==> src/rtl/core/rgbhsl_pkg.sv <==
// Shared widths, constants and the stage record of the RGB to HSL converter.
// Depends on nothing; every other file of the block imports it.
package rgbhsl_pkg;
  localparam int CHANNEL_BITS = 8;
  localparam int HUE_BITS = 15;
  localparam int SAT_BITS = 16;
  localparam int LIGHT_BITS = CHANNEL_BITS + 1;
  // Quotient bits per division: saturation reaches exactly 1.0, one bit more.
  localparam int QUOT_BITS = SAT_BITS + 1;
  localparam int REM_BITS = CHANNEL_BITS + QUOT_BITS;
  localparam int NUM_CELLS = QUOT_BITS;
  localparam logic [REM_BITS-1:0] SECTOR_UNITS = REM_BITS'(3840);
  localparam logic [REM_BITS-1:0] FULL_TURN = REM_BITS'(23040);
  localparam logic [LIGHT_BITS-1:0] TWO_FULL =
    LIGHT_BITS'((2 ** CHANNEL_BITS - 1) * 2);
  localparam logic [SAT_BITS-1:0] SAT_MAX = '1;

  typedef struct packed {
    logic                    valid;
    logic                    gray;
    logic [REM_BITS-1:0]     hue_rem;
    logic [REM_BITS-1:0]     hue_div;
    logic [QUOT_BITS-1:0]    hue_quot;
    logic [REM_BITS-1:0]     sat_rem;
    logic [REM_BITS-1:0]     sat_div;
    logic [QUOT_BITS-1:0]    sat_quot;
    logic [LIGHT_BITS-1:0]   light;
    logic [CHANNEL_BITS-1:0] alpha;
  } stage_t;
endpackage

==> src/rtl/core/rgbhsl_front.sv <==
// Front stage: max, min, delta, lightness and the two division operands.
// Depends on rgbhsl_pkg.
module rgbhsl_front (
  input  logic                             clk,
  input  logic                             rst,
  input  logic                             en,
  input  logic                             in_valid,
  input  logic [rgbhsl_pkg::CHANNEL_BITS-1:0] red,
  input  logic [rgbhsl_pkg::CHANNEL_BITS-1:0] green,
  input  logic [rgbhsl_pkg::CHANNEL_BITS-1:0] blue,
  input  logic [rgbhsl_pkg::CHANNEL_BITS-1:0] alpha,
  output rgbhsl_pkg::stage_t               stage
);
  import rgbhsl_pkg::*;

  logic [CHANNEL_BITS-1:0] hi, lo, delta, den;
  logic [LIGHT_BITS-1:0]   light, light_inv;
  logic [REM_BITS-1:0]     r_w, g_w, b_w, d_w, x;

  always_comb begin
    hi = red;
    lo = red;
    if (green > hi) hi = green;
    if (blue > hi) hi = blue;
    if (green < lo) lo = green;
    if (blue < lo) lo = blue;
    delta = hi - lo;
    light = LIGHT_BITS'(hi) + LIGHT_BITS'(lo);
    light_inv = TWO_FULL - light;
    den = (light < light_inv) ? light[CHANNEL_BITS-1:0] : light_inv[CHANNEL_BITS-1:0];
    r_w = REM_BITS'(red);
    g_w = REM_BITS'(green);
    b_w = REM_BITS'(blue);
    d_w = REM_BITS'(delta);
    // Hue times delta, kept non-negative; the red sector wraps by a full turn.
    if (hi == red) begin
      if (green >= blue) x = SECTOR_UNITS * (g_w - b_w);
      else x = FULL_TURN * d_w - SECTOR_UNITS * (b_w - g_w);
    end else if (hi == green) begin
      x = REM_BITS'(2) * SECTOR_UNITS * d_w + SECTOR_UNITS * b_w - SECTOR_UNITS * r_w;
    end else begin
      x = REM_BITS'(4) * SECTOR_UNITS * d_w + SECTOR_UNITS * r_w - SECTOR_UNITS * g_w;
    end
  end

  always_ff @(posedge clk) begin
    if (rst) begin
      stage.valid <= 1'b0;
    end else if (en) begin
      stage.valid <= in_valid;
    end
    if (en) begin
      stage.gray     <= (delta == '0);
      stage.hue_rem  <= x;
      stage.hue_div  <= d_w << (QUOT_BITS - 1);
      stage.hue_quot <= '0;
      stage.sat_rem  <= d_w << SAT_BITS;
      stage.sat_div  <= REM_BITS'(den) << (QUOT_BITS - 1);
      stage.sat_quot <= '0;
      stage.light    <= light;
      stage.alpha    <= alpha;
    end
  end
endmodule

==> src/rtl/core/rgbhsl_cell.sv <==
// One divider cell: a restoring step for hue and saturation, one quotient bit each.
// Depends on rgbhsl_pkg.
module rgbhsl_cell (
  input  logic               clk,
  input  logic               rst,
  input  logic               en,
  input  rgbhsl_pkg::stage_t prev,
  output rgbhsl_pkg::stage_t stage
);
  import rgbhsl_pkg::*;

  logic hue_ge, sat_ge;

  assign hue_ge = prev.hue_rem >= prev.hue_div;
  assign sat_ge = prev.sat_rem >= prev.sat_div;

  always_ff @(posedge clk) begin
    if (rst) begin
      stage.valid <= 1'b0;
    end else if (en) begin
      stage.valid <= prev.valid;
    end
    if (en) begin
      stage.gray     <= prev.gray;
      stage.hue_rem  <= hue_ge ? prev.hue_rem - prev.hue_div : prev.hue_rem;
      stage.hue_div  <= prev.hue_div >> 1;
      stage.hue_quot <= {prev.hue_quot[QUOT_BITS-2:0], hue_ge};
      stage.sat_rem  <= sat_ge ? prev.sat_rem - prev.sat_div : prev.sat_rem;
      stage.sat_div  <= prev.sat_div >> 1;
      stage.sat_quot <= {prev.sat_quot[QUOT_BITS-2:0], sat_ge};
      stage.light    <= prev.light;
      stage.alpha    <= prev.alpha;
    end
  end
endmodule

==> src/rtl/core/rgb_to_hsl_converter.sv <==
// Top level of the RGB to HSL converter: front stage and a chain of divider cells.
// Depends on rgbhsl_pkg, rgbhsl_front and rgbhsl_cell.
//
//   channel | handshake                  | fields
//   input   | in_valid, in_stall (out)   | red, green, blue, alpha
//   output  | out_valid, out_stall (in)  | hue, saturation, lightness, opacity
//
// One item enters per cycle while in_stall is low. Each item passes one front stage
// and one cell per quotient bit of the two shared-step dividers.
// Reset clears only the valid bits of the stages.
// A stage moves when it is empty or the stage after it moves, so bubbles are
// squeezed out while the output is stalled; in_stall rises only when every
// stage holds an item and the output item is not taken.
module rgb_to_hsl_converter (
  input  logic                                 clk,
  input  logic                                 rst,
  input  logic                                 in_valid,
  output logic                                 in_stall,
  input  logic [rgbhsl_pkg::CHANNEL_BITS-1:0]  red,
  input  logic [rgbhsl_pkg::CHANNEL_BITS-1:0]  green,
  input  logic [rgbhsl_pkg::CHANNEL_BITS-1:0]  blue,
  input  logic [rgbhsl_pkg::CHANNEL_BITS-1:0]  alpha,
  output logic                                 out_valid,
  input  logic                                 out_stall,
  output logic [rgbhsl_pkg::HUE_BITS-1:0]      hue,
  output logic [rgbhsl_pkg::SAT_BITS-1:0]      saturation,
  output logic [rgbhsl_pkg::LIGHT_BITS-1:0]    lightness,
  output logic [rgbhsl_pkg::CHANNEL_BITS-1:0]  opacity
);
  import rgbhsl_pkg::*;

  // Stage 0 is the front stage, stages 1..NUM_CELLS are the divider cells.
  stage_t             stages [NUM_CELLS+1];
  logic [NUM_CELLS+1:0] adv;
  stage_t             last;

  assign last = stages[NUM_CELLS];

  always_comb begin
    adv[NUM_CELLS+1] = ~(last.valid & out_stall);
    for (int i = NUM_CELLS; i >= 0; i--) begin
      adv[i] = ~stages[i].valid | adv[i+1];
    end
  end

  assign in_stall = ~adv[0];

  rgbhsl_front u_front (
    .clk(clk), .rst(rst), .en(adv[0]), .in_valid(in_valid),
    .red(red), .green(green), .blue(blue), .alpha(alpha),
    .stage(stages[0])
  );

  for (genvar i = 1; i <= NUM_CELLS; i++) begin : g_cell
    rgbhsl_cell u_cell (
      .clk(clk), .rst(rst), .en(adv[i]),
      .prev(stages[i-1]), .stage(stages[i])
    );
  end

  // Gray pixels skip both quotients; a saturation of exactly 1.0 clips.
  assign out_valid  = last.valid;
  assign hue        = last.gray ? '0 : last.hue_quot[HUE_BITS-1:0];
  assign saturation = last.gray ? '0 :
                      (last.sat_quot[QUOT_BITS-1] ? SAT_MAX : last.sat_quot[SAT_BITS-1:0]);
  assign lightness  = last.light;
  assign opacity    = last.alpha;

  a_hue_range: assert property (@(posedge clk) disable iff (rst)
    out_valid |-> (hue < HUE_BITS'(23040)))
    else $error("hue out of range");

  a_sat_color: assert property (@(posedge clk) disable iff (rst)
    (out_valid && !last.gray) |-> (saturation != '0))
    else $error("colored pixel with zero saturation");

  a_stall_full: assert property (@(posedge clk) disable iff (rst)
    in_stall |-> (out_valid && out_stall && stages[0].valid))
    else $error("input stalled with room in the chain");
endmodule
==> config.mk <==
export PLATFORM = sky130hd
export DESIGN_NAME = rgb_to_hsl_converter
export DESIGN_NICKNAME = d
export VERILOG_FILES = /design/src/rtl/core/rgbhsl_pkg.sv /design/src/rtl/core/rgbhsl_front.sv /design/src/rtl/core/rgbhsl_cell.sv /design/src/rtl/core/rgb_to_hsl_converter.sv
export SDC_FILE = /design/constraint.sdc
export NUM_CORES = 2
export LEC_CHECK = 0
export ABC_AREA = 1
export CAP_MARGIN = 20
export CELL_PAD_IN_SITES_DETAIL_PLACEMENT = 0
export CELL_PAD_IN_SITES_GLOBAL_PLACEMENT = 1
export CORE_ASPECT_RATIO = 0.7
export CORE_UTILIZATION = 54
export CTS_BUF_LIST = sky130_fd_sc_hd__clkbuf_8
export DETAILED_ROUTE_END_ITERATION = 10
export DONT_BUFFER_PORTS = 1
export PLACE_DENSITY_LB_ADDON = 0.1
export SYNTH_ARGS = -nofsm -noshare
export SYNTH_HDL_FRONTEND = slang
export SYNTH_SLANG_ARGS = --single-unit
==> constraint.sdc <==
create_clock -name clk -period 18.2 [get_ports clk]
set_clock_uncertainty 0.05 [all_clocks]
set_input_delay 3.64 -clock clk [delete_from_list [all_inputs] [get_ports clk]]
set_output_delay 3.64 -clock clk [all_outputs]
set_load 0.02 [all_outputs]
### After elaboration in Yosys (flattened, before gate mapping)

Cells that the tools add are included.

| storage, ports and cells | value |
|---|---|
| register bits | 1712 |
| bits in latches | 0 |
| bits in writable memories | 0 |
| bits in read-only memories | 0 |
| input port bits | 36 |
| output and inout bits | 50 |
| word-level logic and storage cells | 347 |
| memories kept | 0 |

| cells by class | value |
|---|---|
| add/sub/neg operators | 42 |
| multiply operators | 8 |
| divide/modulo/power cells | 0 |
| $lt $le $gt $ge | 40 |
| equality and inequality tests | 2 |
| shifts and indexed selects | 0 |
| multiplexer cells | 43 |
| bitwise gates (word level) | 39 |
| reduce and logical (&&, ||, !) cells | 1 |

Operators by type and width:

| cell | number |
|---|---|
| 25-bit two-way mux | 34 |
| 25-bit by 20-bit subtractor with 25-bit output | 4 |
| 4-bit by 8-bit multiplier with 12-bit output, first input constant | 5 |
| 25-bit by 10-bit >= comparator with 1-bit output | 2 |
| 25-bit by 11-bit >= comparator with 1-bit output | 2 |
| 25-bit by 12-bit >= comparator with 1-bit output | 2 |
| 25-bit by 13-bit >= comparator with 1-bit output | 2 |
| 25-bit by 14-bit >= comparator with 1-bit output | 2 |
| 25-bit by 15-bit >= comparator with 1-bit output | 2 |
| 25-bit by 16-bit >= comparator with 1-bit output | 2 |
| 25-bit by 17-bit >= comparator with 1-bit output | 2 |
| 25-bit by 18-bit >= comparator with 1-bit output | 2 |
| 25-bit by 19-bit >= comparator with 1-bit output | 2 |
| 25-bit by 20-bit >= comparator with 1-bit output | 2 |
| 25-bit by 21-bit >= comparator with 1-bit output | 2 |
| 25-bit by 22-bit >= comparator with 1-bit output | 2 |
| 25-bit by 23-bit >= comparator with 1-bit output | 2 |
| 25-bit by 8-bit >= comparator with 1-bit output | 2 |
| 25-bit by 9-bit >= comparator with 1-bit output | 2 |
| 4-bit by 25-bit multiplier with 17-bit output, first input constant | 2 |
| 25-bit by 10-bit subtractor with 25-bit output | 2 |
| 25-bit by 11-bit subtractor with 25-bit output | 2 |
| 25-bit by 12-bit subtractor with 25-bit output | 2 |
| 25-bit by 13-bit subtractor with 25-bit output | 2 |
| other kinds (35) | 90 |

### Longest topological paths before layout

| depth | value |
|---|---|
| depth after elaboration | 21 |
| depth in mapped cells | 65 |
| gate-level depth less buffers | 64 |

### By module

Synthesis repeated with hierarchy kept, for this count alone.

| unflattened totals | value |
|---|---|
| cells, all modules | 21976 |
| area, all modules | 174904.0 um^2 |

Modules (own cells, without submodules):

| module | times used | cells each | area each (um^2) | seq. area each (um^2) |
|---|---|---|---|---|
| rgbhsl_cell at g_cell[11].u_cell ... | 9 | 1182 | 9455.3 | 4524.3 |
| rgbhsl_cell at g_cell[10].u_cell ... | 7 | 1183 | 9467.8 | 4524.3 |
| rgbhsl_front | 1 | 1776 | 13571.8 | 1491.4 |
| rgbhsl_cell at g_cell[3].u_cell | 1 | 1184 | 9477.8 | 4524.3 |
| rgb_to_hsl_converter | 1 | 97 | 481.7 | 0.0 |

### Worst setup path after synthesis

No wires, ideal clock.

| timing path | value |
|---|---|
| kind | input to output |
| from | input out_stall |
| to | output in_stall |
| arrival | 12.287 ns |
| required time | 14.510 ns |
| slack | 2.223 ns |
| stages | 16 |
| buffers on the path | 0 |
| cell sequence | nand2_2 -> nor2_4 -> nand2_2 -> nor2_4 -> nand2_2 -> nor2_4 -> nand2_2 -> nor2_4 -> nand2_2 -> nor2_4 -> nand2_4 -> nor2_8 -> nand3_4 -> nor2_8 -> nand4_4 -> inv_1 |

| between the ends | value |
|---|---|
| longest elaborated chain between the ends | 21 |

Ends and longest elaborated chain:

| item | line | RTL |
|---|---|---|
| start, declared | rgb_to_hsl_converter.sv:24 | `input logic out_stall,` |
| 1-bit AND | rgb_to_hsl_converter.sv:40 | `adv[NUM_CELLS+1] = ~(last.valid & out_stall);` |
| 1-bit inverter | rgb_to_hsl_converter.sv:40 |  |
| 1-bit bitwise OR (3 in a row) | rgb_to_hsl_converter.sv:42 | `adv[i] = ~stages[i].valid \| adv[i+1];` |
| via g_cell[15].u_cell.en | rgbhsl_cell.sv:6 | `input logic en,` |
| 1-bit bitwise OR (2 in a row) | rgb_to_hsl_converter.sv:42 |  |
| via g_cell[13].u_cell.en | rgbhsl_cell.sv:6 |  |
| 1-bit bitwise OR (2 in a row) | rgb_to_hsl_converter.sv:42 |  |
| via g_cell[11].u_cell.en | rgbhsl_cell.sv:6 |  |
| 1-bit bitwise OR (2 in a row) | rgb_to_hsl_converter.sv:42 |  |
| via g_cell[9].u_cell.en | rgbhsl_cell.sv:6 |  |
| 1-bit bitwise OR (2 in a row) | rgb_to_hsl_converter.sv:42 |  |
| via g_cell[7].u_cell.en | rgbhsl_cell.sv:6 |  |
| 1-bit bitwise OR (3 in a row) | rgb_to_hsl_converter.sv:42 |  |
| via g_cell[4].u_cell.en | rgbhsl_cell.sv:6 |  |
| 1-bit bitwise OR (4 in a row) | rgb_to_hsl_converter.sv:42 |  |
| 1-bit inverter | rgb_to_hsl_converter.sv:46 | `assign in_stall = ~adv[0];` |
| end, declared | rgb_to_hsl_converter.sv:18 | `output logic in_stall,` |

The timed path passes the listed nets, and every way through them passes these cells.

### Worst setup path in the final report

| timing path | value |
|---|---|
| from | input red[5] (netlist name) |
| to | register u_front.stage[146] (netlist name), data pin |

| between the ends | value |
|---|---|
| longest elaborated chain between the ends | 10 |
| elaborated cells between the ends (all ways) | 23 |
| those cells by class | add/sub (6); mul (4); order compare (4); eq/ne (2); mux (7) |

Ends and longest elaborated chain:

| item | line | RTL |
|---|---|---|
| start, declared | rgb_to_hsl_converter.sv:19 | `input logic [rgbhsl_pkg::CHANNEL_BITS-1:0] red,` |
| 8-bit greater-than comparator / 8-bit < comparator (equally long branches) | rgbhsl_front.sv:23, rgbhsl_front.sv:25 |  |
| 8-bit two-way mux, on equally long branches | rgbhsl_front.sv:23, rgbhsl_front.sv:25 |  |
| 8-bit greater-than comparator / 8-bit < comparator (equally long branches) | rgbhsl_front.sv:24, rgbhsl_front.sv:26 |  |
| 8-bit two-way mux, on equally long branches | rgbhsl_front.sv:24, rgbhsl_front.sv:26 |  |
| 8-bit subtractor (*) | rgbhsl_front.sv:27 | `delta = hi - lo;` |
| via u_front.delta[6] | rgbhsl_front.sv:16 | `logic [CHANNEL_BITS-1:0] hi, lo, delta, den;` |
| 4-bit by 8-bit multiplier with 12-bit output | rgbhsl_front.sv:40, rgbhsl_front.sv:42 |  |
| 22-bit by 20-bit adder with 23-bit output / 21-bit by 20-bit adder with 22-bit output (equally long branches) | rgbhsl_front.sv:42, rgbhsl_front.sv:40 |  |
| 25-bit by 20-bit subtractor with 25-bit output, on equally long branches | rgbhsl_front.sv:42, rgbhsl_front.sv:40 |  |
| 25-bit two-way mux | rgbhsl_front.sv:39 | `end else if (hi == green) begin` |
| 25-bit two-way mux (*) | rgbhsl_front.sv:36 | `if (hi == red) begin` |
| via u_front.x[20] | rgbhsl_front.sv:18 | `logic [REM_BITS-1:0] r_w, g_w, b_w, d_w, x;` |
| end, declared | rgbhsl_front.sv:12 | `output rgbhsl_pkg::stage_t stage` |

The timed path passes the listed nets; every way through them passes the cells marked *.
A chain may end at the register's enable or synchronous reset.

==> impl_metrics.ini <==
[outcome]
status = complete, no violations

[synthesis]
syn_nets = 7608
synth-main-ff-cell = edfxtp_1
synth_top_area_share_pct = 56.2
yosys.area.top_type = edfxtp_1
ys_types = 76
synth.cell_area_um2 = 75700
synth_common_cells = 1,416 x edfxtp_1, 1,096 x nand2_1, 1,017 x inv_1, 630 x nor2_1, 502 x ha_1
seq_area_frac_synth_pct = 56.7
yosysWarnings = 0
synth-edff-count = 1416
ys_top_cells_by_area = edfxtp_1 56%, ha_1 8.3%, nand2_1 5.4%
synth_most_common_cell = edfxtp_1
avgSynthCellArea_um2 = 10.9
synth-seq-cells = 1434
syn_inst = 6944
async_flop_share_pct = 0

[drt]
avgViaCountPerCell = 5.13
first_pass_iters = 5
wl_per_cell_um = 16.6
detail-route-antenna-nets = 0
first_iter_violations = 3018
num_vias = 46915
drt_wl_total_um = 152000
drc_errors = 0

[finish]
stdcell_area_um2 = 81900
syn_to_final_growth_pct = 8.20
drive_above_1_share_pct = 5.56
nets = 7764

[global_routing]
use_met3_pct = 4.11
grt_max_degree = 72
global_route.usage.met2_pct = 32.6
grt_pass1_wl_um = 242000
track_usage_pct = 21.6
grt_pass1_vias = 45929
top_usage_layer = met2
gr-usage-met1_pct = 31.9
grt_overflow = 0
grt_antenna_before_repair = 1

[placed_design]
place_area_um2 = 77700
portBuffers = 0
place_congestion = 0.909
hpwl_um = 119000

[timing]
timing.final.crit_share_pct = 70.4
tns_ns = 0
slew_violations = 0
tightest_slew_ns = 0.970
hold_ws_ns = 0.339
setup_viol = 0
period_needed_ns = 12.81
fmax_mhz = 78.1
hold_viol = 0
grt_setup_unrepaired = false
maxSlewHeadroom_pct = 35.0

[worst_setup_path]
cp_top_family = compound AO/OA/AOI/OAI gates
slowest_delay_ns = 0.75
cp.required_ns = 18.81
start_kind = primary input
worstSetupEndpointType = flip-flop
critical_path_arrival_ns = 13.42
path_class = primary input to flip-flop
path_max_fanout = 28
cp_slowest_cell = xor2_1
path_buf_inv = 6

[clock_network]
postCtsResizedCells = 0
numCtsBuffers = 212
cts_tree = done
path_clk_slew_ns = 0.07
clock-sinks = 1434
cts.path.max_buffers = 3
h-tree-depth = 4
clk_latency_ns = 0.92
cts_setup_buffers = 0
cts_root_buf = clkbuf_8
hold_buffers = 0

[floorplanning]
die_x_um = 449
dieArea_um2 = 142000
rows = 114
num_io_pins = 86
start_util_pct = 54.6
die_h_um = 315
core_um2 = 139000

[min_path]
hold_path_class = flip-flop to flip-flop

[job]
cap_violations = 0
-- through the flow --
stage	instances	util (%)	setup WS, ns
2_1_floorplan	6944	-	2.22
3_3_place_gp	8740	56.1	4.92
3_5_place_dp	8740	56.1	4.67
4_1_cts	9133	59.1	5.66
5_1_grt	9136	59.1	4.56
6_report	9137	59.1	5.39
-- final timing paths --
kind / from / to / slack (ns) / depth (start not counted)
max: red[5] / u_front.stage[146] / 5.39 / 46
min: g_cell[9].u_cell.stage[11] / g_cell[10].u_cell.stage[11] / 0.34 / 0
max reg2reg: g_cell[17].u_cell.stage[152] / g_cell[1].u_cell.stage[13] / 13.22 / 17
min reg2reg: g_cell[9].u_cell.stage[11] / g_cell[10].u_cell.stage[11] / 0.34 / 0
-- logic make-up (layout without fill, tap and decap cells) --
| family | Yosys count | after routing | synth area share, % |
|---|---|---|---|
| other cells | 0 | 2 | 0 |
| flops | 1434 | 1434 | 56.7 |
| simple gates | 2304 | 2304 | 13.1 |
| compound gates | 959 | 959 | 7.00 |
| fa+ha+maj | 628 | 628 | 11.6 |
| mux | 1 | 1 | 0.0149 |
| buf+inv | 1103 | 1438 | 5.62 |
| xor+xnor | 515 | 515 | 5.98 |
-- worst register-to-register path: stages, from the launching register on --
cell and delay, ns:
dfxtp_1 0.45, nand2_2 0.07, buf_4 0.33, nor2_4 0.25, nand2_4 0.39, nor2_4 0.31, nand2_4 0.32, nor2_4 0.23
nand2_4 0.30, nor2_4 0.26, nand2_4 0.29, nor2_4 0.23, nand2_4 0.16, nor2_8 0.16, nand3_4 0.11, nor2_8 0.15
nand3_2 0.09, buf_4 0.34
-- routing by layer --
metal	wire [µm]	vias to the layer above
li1	-	23992
met1	75500	21776
met2	64700	933
met3	8430	214
met4	3120	0
met5	0	-
-- area by class of cell --
class	instances	area (µm²)
inverters	1022	3840
flip-flops and latches	1434	42900
well taps	1856	2320
clock inverters	170	1020
diodes	2	5.00
clock buffers	223	3070
repair buffers	23	173
multi-input cells	4407	28500
fillers	11505	56600
-- layout by cell type, fill, tap and decap left out, types with 7 or more instances in the layout --
cell type	netlist	final
edfxtp_1	1416	1416
nand2_1	1096	1094
inv_1	1017	1066
nor2_1	630	630
ha_1	502	502
o21ai_0	387	387
a21oi_1	374	374
xor2_1	307	307
nand3_1	255	255
clkbuf_8	0	223
xnor2_1	207	207
fa_1	126	126
nor3_1	97	97
nand4_1	78	78
clkinv_1	0	55
nor4_1	39	39
clkinv_2	1	39
o21bai_1	31	31
a31oi_1	23	23
buf_4	18	23
o21ai_1	20	20
dfxtp_1	18	18
nand2_2	19	17
a211oi_1	17	17
or2_2	17	17
a21o_1	16	16
nand3b_1	13	13
o31ai_1	11	11
nand3_2	10	10
o211ai_1	10	10
o21a_1	9	9
nor2_4	8	8
inv_2	4	7
a21boi_0	7	7
-- sequential cells by signal, summed over array words and instances, names as in the netlist --
register	cells
u_front.stage	50
g_cell.u_cell.stage	1384
Power is not shown: default switching activity piles up to over one toggle a cycle in this logic, so the estimate is an artifact.
